[config.mk]
export PLATFORM = sky130hd
export DESIGN_NAME = lru_key_value_cache
export DESIGN_NICKNAME = d
export VERILOG_FILES = /design/src/hw/rtl/lkv_pkg.sv /design/src/hw/rtl/lkv_cell.sv /design/src/hw/rtl/lru_key_value_cache.sv
export SDC_FILE = /design/constraint.sdc
export NUM_CORES = 2
export LEC_CHECK = 0
export BUFFER_PORTS_ARGS = -buffer_cell sky130_fd_sc_hd__buf_4
export CORE_MARGIN = 3
export CORE_UTILIZATION = 40
export CTS_CLUSTER_SIZE = 28
export DETAILED_ROUTE_END_ITERATION = 7
export SKIP_CTS_REPAIR_TIMING = 1
export SLEW_MARGIN = 20
export SYNTH_ARGS = -nofsm -noshare
export SYNTH_HDL_FRONTEND = slang
export SYNTH_SLANG_ARGS = --single-unit
[constraint.sdc]
create_clock -name clk -period 15.9 [get_ports clk]
set_clock_uncertainty 0.15 [all_clocks]
set_input_delay 0.795 -clock clk [delete_from_list [all_inputs] [get_ports clk]]
set_output_delay 0.795 -clock clk [all_outputs]
set_load 0.005 [all_outputs]
[src/hw/rtl/lkv_pkg.sv]
`default_nettype none

package lkv_pkg;

	localparam int MAX_ENTRIES_DEF = 16;
	localparam int CAP_W           = 5;
	localparam logic [CAP_W-1:0] CAP_RESET = CAP_W'(16);
	localparam logic [31:0] MISS_VALUE     = 32'hFFFF_FFFF;

	typedef struct packed {
		logic               kind;
		logic signed [31:0] key;
		logic signed [31:0] value;
	} lkv_in_t;

	typedef struct packed {
		logic               hit;
		logic signed [31:0] read_value;
		logic               evicted;
	} lkv_out_t;

	typedef enum logic {
		KIND_GET = 1'b0,
		KIND_PUT = 1'b1
	} lkv_kind_t;

	// update broadcast from the controller to every cell
	typedef struct packed {
		logic look;
		logic en;
		logic hit;
		logic evict;
		logic put;
	} lkv_upd_t;

endpackage

`default_nettype wire

[src/hw/rtl/lkv_cell.sv]
`default_nettype none

module lkv_cell #(
	parameter int IDX  = 0,
	parameter int CW   = 5,
	parameter int RW   = 4
) (
	input  wire                   clk,
	input  wire                   arst_n,
	input  lkv_pkg::lkv_upd_t     upd,
	input  wire  [31:0]           cmd_key,
	input  wire  [31:0]           cmd_value,
	input  wire  [CW-1:0]         count,
	input  wire  [CW-1:0]         old_rank,
	output logic                  match,
	output logic [RW-1:0]         rank,
	output logic [31:0]           value
);
	import lkv_pkg::*;

	logic [31:0]   key_q;
	logic [31:0]   value_q;
	logic          valid_q;
	logic [RW-1:0] rank_q;
	logic          match_q;
	logic          target;
	logic          older;

	assign match = valid_q && (key_q == cmd_key);
	assign rank  = rank_q;
	assign value = value_q;

	always_comb begin
		if (upd.hit) begin
			target = match_q;
		end else if (upd.evict) begin
			target = valid_q && (CW'(rank_q) == (count - CW'(1)));
		end else begin
			target = (CW'(IDX) == count);
		end
		older = valid_q && (CW'(rank_q) < old_rank);
	end

	always_ff @(posedge clk or negedge arst_n) begin
		if (!arst_n) begin
			valid_q <= 1'b0;
			rank_q  <= '0;
			match_q <= 1'b0;
		end else begin
			if (upd.look) begin
				match_q <= match;
			end
			if (upd.en) begin
				if (target) begin
					valid_q <= 1'b1;
					rank_q  <= '0;
				end else if (older) begin
					rank_q <= rank_q + RW'(1);
				end
			end
		end
	end

	always_ff @(posedge clk) begin
		if (upd.en && target) begin
			if (upd.put) begin
				value_q <= cmd_value;
			end
			if (!upd.hit) begin
				key_q <= cmd_key;
			end
		end
	end

endmodule

`default_nettype wire

[src/hw/rtl/lru_key_value_cache.sv]
`default_nettype none
// lru_key_value_cache: fully associative key-value store, lru replacement.
// command channel: cmd is taken at a rising edge with start high and busy
// low; cmd.kind selects get or put. busy stays high until the block can
// take the next command.
// result channel: done is high for exactly one cycle with result holding
// hit, read_value and evicted; the receiver cannot stall, so the beat is
// taken in that cycle.
// timing: a command passes through capture, key compare across all cells
// with registered gather of the matching rank and value, and update of
// the cells on a hit or a put. done is registered at the end of the update
// step; the next command may be accepted at the edge where the beat is
// taken, and not before the last command is through.
// configuration: cfg_we writes cfg_wdata as the capacity, zero acting as
// one and values above MAX_ENTRIES saturating; write only while idle.
// reset: all entries invalid, count zero, capacity sixteen; no clearing
// pass, the block accepts a command in the first cycle after reset.
module lru_key_value_cache #(
	parameter int MAX_ENTRIES = lkv_pkg::MAX_ENTRIES_DEF
) (
	input  wire                       clk,
	input  wire                       arst_n,
	input  wire                       cfg_we,
	input  wire  [lkv_pkg::CAP_W-1:0] cfg_wdata,
	input  wire                       start,
	output logic                      busy,
	input  lkv_pkg::lkv_in_t          cmd,
	output logic                      done,
	output lkv_pkg::lkv_out_t         result
);
	import lkv_pkg::*;

	localparam int CW = $clog2(MAX_ENTRIES + 1);
	localparam int RW = (MAX_ENTRIES > 1) ? $clog2(MAX_ENTRIES) : 1;

	typedef enum logic [2:0] {
		ST_IDLE = 3'b001,
		ST_LOOK = 3'b010,
		ST_UPD  = 3'b100
	} state_t;

	state_t         state_q;
	logic [CAP_W-1:0] cap_q;
	logic [CW-1:0]  count_q;
	lkv_in_t        cmd_q;
	logic           hit_q;
	logic           evict_q;
	logic [CW-1:0]  old_rank_q;
	logic [31:0]    rdval_q;
	lkv_out_t       result_q;
	logic           done_q;

	logic [MAX_ENTRIES-1:0] match;
	logic [RW-1:0]          rank  [MAX_ENTRIES];
	logic [31:0]            value [MAX_ENTRIES];
	logic [RW-1:0]          sel_rank;
	logic [31:0]            sel_value;
	logic                   any_hit;
	logic [CW-1:0]          limit;
	logic                   evict_now;
	lkv_upd_t               upd;

	always_comb begin
		sel_rank  = '0;
		sel_value = '0;
		for (int i = 0; i < MAX_ENTRIES; i++) begin
			sel_rank  = sel_rank  | (match[i] ? rank[i]  : '0);
			sel_value = sel_value | (match[i] ? value[i] : '0);
		end
		any_hit = |match;
		if (cap_q == '0) begin
			limit = CW'(1);
		end else if (int'(cap_q) > MAX_ENTRIES) begin
			limit = CW'(MAX_ENTRIES);
		end else begin
			limit = CW'(cap_q);
		end
		evict_now = (cmd_q.kind == KIND_PUT) && !any_hit && (count_q >= limit);
	end

	always_comb begin
		upd.look  = (state_q == ST_LOOK);
		upd.en    = (state_q == ST_UPD) && (hit_q || (cmd_q.kind == KIND_PUT));
		upd.hit   = hit_q;
		upd.evict = evict_q;
		upd.put   = (cmd_q.kind == KIND_PUT);
	end

	for (genvar g = 0; g < MAX_ENTRIES; g++) begin : g_cell
		lkv_cell #(
			.IDX (g),
			.CW  (CW),
			.RW  (RW)
		) u_cell (
			.clk       (clk),
			.arst_n    (arst_n),
			.upd       (upd),
			.cmd_key   (cmd_q.key),
			.cmd_value (cmd_q.value),
			.count     (count_q),
			.old_rank  (old_rank_q),
			.match     (match[g]),
			.rank      (rank[g]),
			.value     (value[g])
		);
	end

	assign busy   = (state_q != ST_IDLE);
	assign done   = done_q;
	assign result = result_q;

	always_ff @(posedge clk or negedge arst_n) begin
		if (!arst_n) begin
			state_q <= ST_IDLE;
			cap_q   <= CAP_RESET;
			count_q <= '0;
			hit_q   <= 1'b0;
			evict_q <= 1'b0;
			done_q  <= 1'b0;
		end else begin
			done_q <= 1'b0;
			if (cfg_we) begin
				cap_q <= cfg_wdata;
			end
			case (state_q)
				ST_IDLE: begin
					if (start) begin
						state_q <= ST_LOOK;
					end
				end
				ST_LOOK: begin
					hit_q   <= any_hit;
					evict_q <= evict_now;
					state_q <= ST_UPD;
				end
				ST_UPD: begin
					if ((cmd_q.kind == KIND_PUT) && !hit_q && !evict_q) begin
						count_q <= count_q + CW'(1);
					end
					done_q  <= 1'b1;
					state_q <= ST_IDLE;
				end
				default: begin
					state_q <= ST_IDLE;
				end
			endcase
		end
	end

	always_ff @(posedge clk) begin
		if (state_q == ST_IDLE && start) begin
			cmd_q <= cmd;
		end
		if (state_q == ST_LOOK) begin
			if (any_hit) begin
				old_rank_q <= CW'(sel_rank);
			end else if (evict_now) begin
				old_rank_q <= count_q - CW'(1);
			end else begin
				old_rank_q <= count_q;
			end
			rdval_q <= (any_hit && cmd_q.kind == KIND_GET) ? sel_value : MISS_VALUE;
		end
		if (state_q == ST_UPD) begin
			result_q.hit        <= hit_q;
			result_q.read_value <= rdval_q;
			result_q.evicted    <= evict_q;
		end
	end

endmodule

`default_nettype wire

==> results.md <==
* Status: finished clean
* Ys Warns at 0
* Total GRT Usage at 19.75%
* First-pass GRT wire length at 195.6 mm
* GPL Wtd Cong at 0.8228
* Worst path slowest cell: and2_2
* Worst-Skew Late Latency at 0.77 ns
* Kind of critical path: flop to flop
* Die area at 134400 um2
* Core box area at 128300 um2
* CP max FO at 32
* Max Fclk at 207.1 MHz
* Post-Syn Area per Cell at 16.20 um2
* Kind of end point of the critical path: flop
* CP max stage delay at 0.96 ns
* Longest Clk Path Bufs at 3
* CP Data Required Time at 16.11 ns
* Worst-path cell chain: buf_4 > inv_1 > ha_1 > buf_4 > xor2_1 > nand4_1 > o32ai_1 > mux2i_1 > nor2_1 > and2_2
* Avg WL per Cell at 25.65 um
* Number of global-route vias before repair at 28389
* Share of cells above drive strength 1 at 13.56%
* Most used DFF post-synth: edfxtp_1
* Pwr dens at 134.8 nW/um2
* WP data arrival at 5.04 ns
* Post-Synthesis Cells at 3211
* Number of buffers and inverters on the critical path at 3
* Min-Delay Path Class: primary input to async pin
* DP HPWL at 69.83 mm
* Final core utilization at 46.12%
* I/O pin total at 110
* Initial DRC Count at 2625
* Reg-to-Reg Start: count_q[0]$_DFFE_PN0P_
* Die X at 366.6 um
* Clock-pin slew on the worst setup and hold paths at 0.06 ns
* Final Hold Vio Count at 0
* Area added between synthesis and finish at 13.80%
* Area of the mapped netlist at 52010 um2
* Detail Route Antenna Nets at 0
* Slew margin rel. at 23.76%
* Via density at 5.498
* Yosys reg bits at 1272
* Gr ovfl total at 0
* Core Rows at 131
* Final cycle utilization of the critical path at 30.37%
* Die H at 366.6 um
* Root Driver: clkbuf_16
* Largest net degree at the start of global routing at 67
* Post-Route WL at 133.8 mm
* 1st-pass router iterations at 5
* Maximum VDD drop at 108.3 uV
* Post-route minimum period at 4.830 ns
* Post-DP Area at 54830 um2
* Final Cell Area at 59190 um2
* Register area share after synthesis at 72.36%
* Sink Count at 1272
* Setup TNS at 0 ns
* Maxcap violations at 0
* Setup crit start: count_q[0]$_DFFE_PN0P_
* Port buffer count at 109
* Starting Density at 40.53%
* CTS buffer count at 133
* H-tree depth at 4
* Least-Margin Pin Slew at 1.144 ns
* Delay-heaviest family, CP: simple AND/OR/NAND/NOR gates
* Post-synth EDFFs at 1160
* RSZ-0062 raised after global routing: false
* DR DRC count at 0
* CP most frequent cell: buf_4
* Static Leak at 0.02007 uW
* Vias post-DR at 28681
* Setup violations, final at 0
* Final Power at 7979 uW
* Max-slew violation count at 0
* Antenna violations before repair at 1
* Asr flop ratio synth at 8.805%
* Synth cell types at 55
* Crit start category: flop
* Nets at 3530
* Net Count, Synth at 3360
* CTS tree: built
[logic make-up (layout without fill, tap and decap cells)]
group | Yosys count | in the layout | share of synthesized area, %
other | 0 | 1 | 0
multiplexers | 32 | 32 | 0.6351
XOR/XNOR | 587 | 587 | 9.957
AND/OR/NAND/NOR | 561 | 561 | 5.891
flip-flops | 1272 | 1272 | 72.36
adder cells (fa/ha/maj) | 75 | 75 | 1.804
buffers and inverters | 214 | 490 | 2.353
AO/OA/AOI/OAI | 470 | 470 | 6.995
[stage by stage]
step                      hold slack (ns)  cells  setup slack, ns
after floorplan                    0.2503   3211            8.587
after global placement             0.2561   4975            11.30
after detailed placement           0.2545   4975            11.24
after CTS                        -0.01616   5216            11.21
after global routing             0.001538   5217            10.93
final                            0.006806   5217            11.07
[where the power goes]
| part | leakage (uW) | internal [uW] | switching [uW] |
|---|---|---|---|
| Sequential | 0.0119 | 3860 | 102 |
| Combinational | 0.00609 | 284 | 635 |
| Clock | 0.00211 | 1790 | 1310 |
[worst reg2reg max path, stage by stage, from the launching register on]
cell and delay [ns]:
dfrtp_1 0.32, buf_4 0.38, inv_1 0.21, ha_1 0.77, buf_4 0.33, xor2_1 0.17
nand4_1 0.11, o32ai_1 0.49, mux2i_1 0.26, nor2_1 0.27, and2_2 0.96
[cells in the mapped netlist, types with 4 or more instances]
| cell | count | area [um2] |
|---|---|---|
| a22oi_1 | 64 | 480.5 |
| and3_1 | 38 | 237.7 |
| nor3_1 | 42 | 210.2 |
| o211a_1 | 5 | 50.05 |
| nand2b_1 | 27 | 168.9 |
| mux2i_1 | 24 | 240.2 |
| a221oi_1 | 112 | 980.9 |
| a21oi_1 | 49 | 245.2 |
| nor2_1 | 51 | 191.4 |
| inv_1 | 51 | 191.4 |
| xor2_1 | 516 | 4519 |
| xnor2_1 | 69 | 604.3 |
| or2_1 | 8 | 50.05 |
| edfxtp_1 | 1160 | 34830 |
| mux2_2 | 8 | 90.09 |
| nand3_1 | 45 | 225.2 |
| nand2_1 | 95 | 356.6 |
| nand4_1 | 77 | 481.7 |
| buf_6 | 16 | 180.2 |
| a32o_1 | 5 | 50.05 |
| o32ai_1 | 12 | 105.1 |
| o211ai_1 | 4 | 30.03 |
| a21o_1 | 37 | 277.8 |
| buf_2 | 57 | 285.3 |
| o22ai_1 | 11 | 68.82 |
| o21ai_1 | 4 | 20.02 |
| clkbuf_1 | 22 | 82.58 |
| and2_1 | 16 | 100.1 |
| o21ai_0 | 37 | 185.2 |
| ha_1 | 75 | 938.4 |
| nor4_1 | 112 | 700.7 |
| o32a_1 | 4 | 40.04 |
| buf_4 | 61 | 457.9 |
| or3_1 | 23 | 143.9 |
| buf_1 | 5 | 18.77 |
| dfrtp_1 | 110 | 2753 |
| or2_2 | 19 | 118.9 |
| a22o_1 | 112 | 980.9 |
| o31ai_1 | 5 | 37.54 |
[state kept, by name, indices dropped and copies added, names as in the netlist, 3 cells and up]
| name | count |
|---|---|
| g_cell.u_cell.value | 512 |
| count_q | 5 |
| cmd_q | 65 |
| g_cell.u_cell.match_q | 16 |
| state_q | 3 |
| result | 34 |
| cap_q | 5 |
| old_rank_q | 5 |
| g_cell.u_cell.valid_q | 16 |
| rdval_q | 32 |
| g_cell.u_cell.key_q | 512 |
| g_cell.u_cell.rank | 64 |
[path summary, 6_finish.rpt]
path,endpoint,slack [ns],depth (start not counted)
setup / recovery,g_cell[13].u_cell.value[21]$_DFFE_PP_,11.07,10
hold / removal,g_cell[0].u_cell.rank[2]$_DFFE_PN0P_,0.007,1
setup reg to reg,g_cell[13].u_cell.value[21]$_DFFE_PP_,11.07,10
hold reg to reg,result[27]$_DFFE_PP_,0.27,0
max in group asynchronous,g_cell[12].u_cell.rank[0]$_DFFE_PN0P_,14.39,2
min in group clk,cmd_q[64]$_DFFE_PP_,0.05,1
[layer usage]
metal,global-route usage [%],part of all wire [%],wire (um)
met5,0,0,0
met1,27.48,44,58490
met4,5.557,2.3,3072
met2,31.45,47,62890
met3,4.121,7.0,9394
[cells in the final DEF (no fill, tap or decap), types with 10 or more instances in the layout]
| cell | count |
|---|---|
| nand4_1 | 77 |
| nor3_2 | 26 |
| a21oi_1 | 49 |
| or3_1 | 23 |
| nor4_1 | 110 |
| xor2_1 | 516 |
| dfrtp_1 | 109 |
| nand2_1 | 95 |
| bufinv_16 | 13 |
| clkbuf_1 | 29 |
| mux2i_1 | 24 |
| o21ai_0 | 36 |
| or2_2 | 19 |
| and3_1 | 34 |
| a22oi_1 | 64 |
| a22o_1 | 112 |
| nor3_1 | 17 |
| xnor2_1 | 69 |
| clkbuf_16 | 134 |
| a221oi_1 | 112 |
| inv_1 | 51 |
| clkinv_1 | 24 |
| clkinv_2 | 18 |
| o22ai_1 | 11 |
| nor2_1 | 46 |
| o32ai_1 | 12 |
| nand3_1 | 45 |
| buf_4 | 196 |
| and2_2 | 10 |
| edfxtp_1 | 1160 |
| ha_1 | 75 |
| a21o_1 | 37 |
| nand2b_1 | 27 |
[layout make-up]
type	instances	area [um2]
repair buffers	196	1471
clock inverters	76	863.3
well taps	1729	2163
flip-flops and latches	1272	37640
fillers	11009	69150
diodes	1	2.502
clock buffers	165	3490
inverters	53	198.9
multi-input cells	1725	13360
Note: power is estimated with default switching activity, not from simulation.
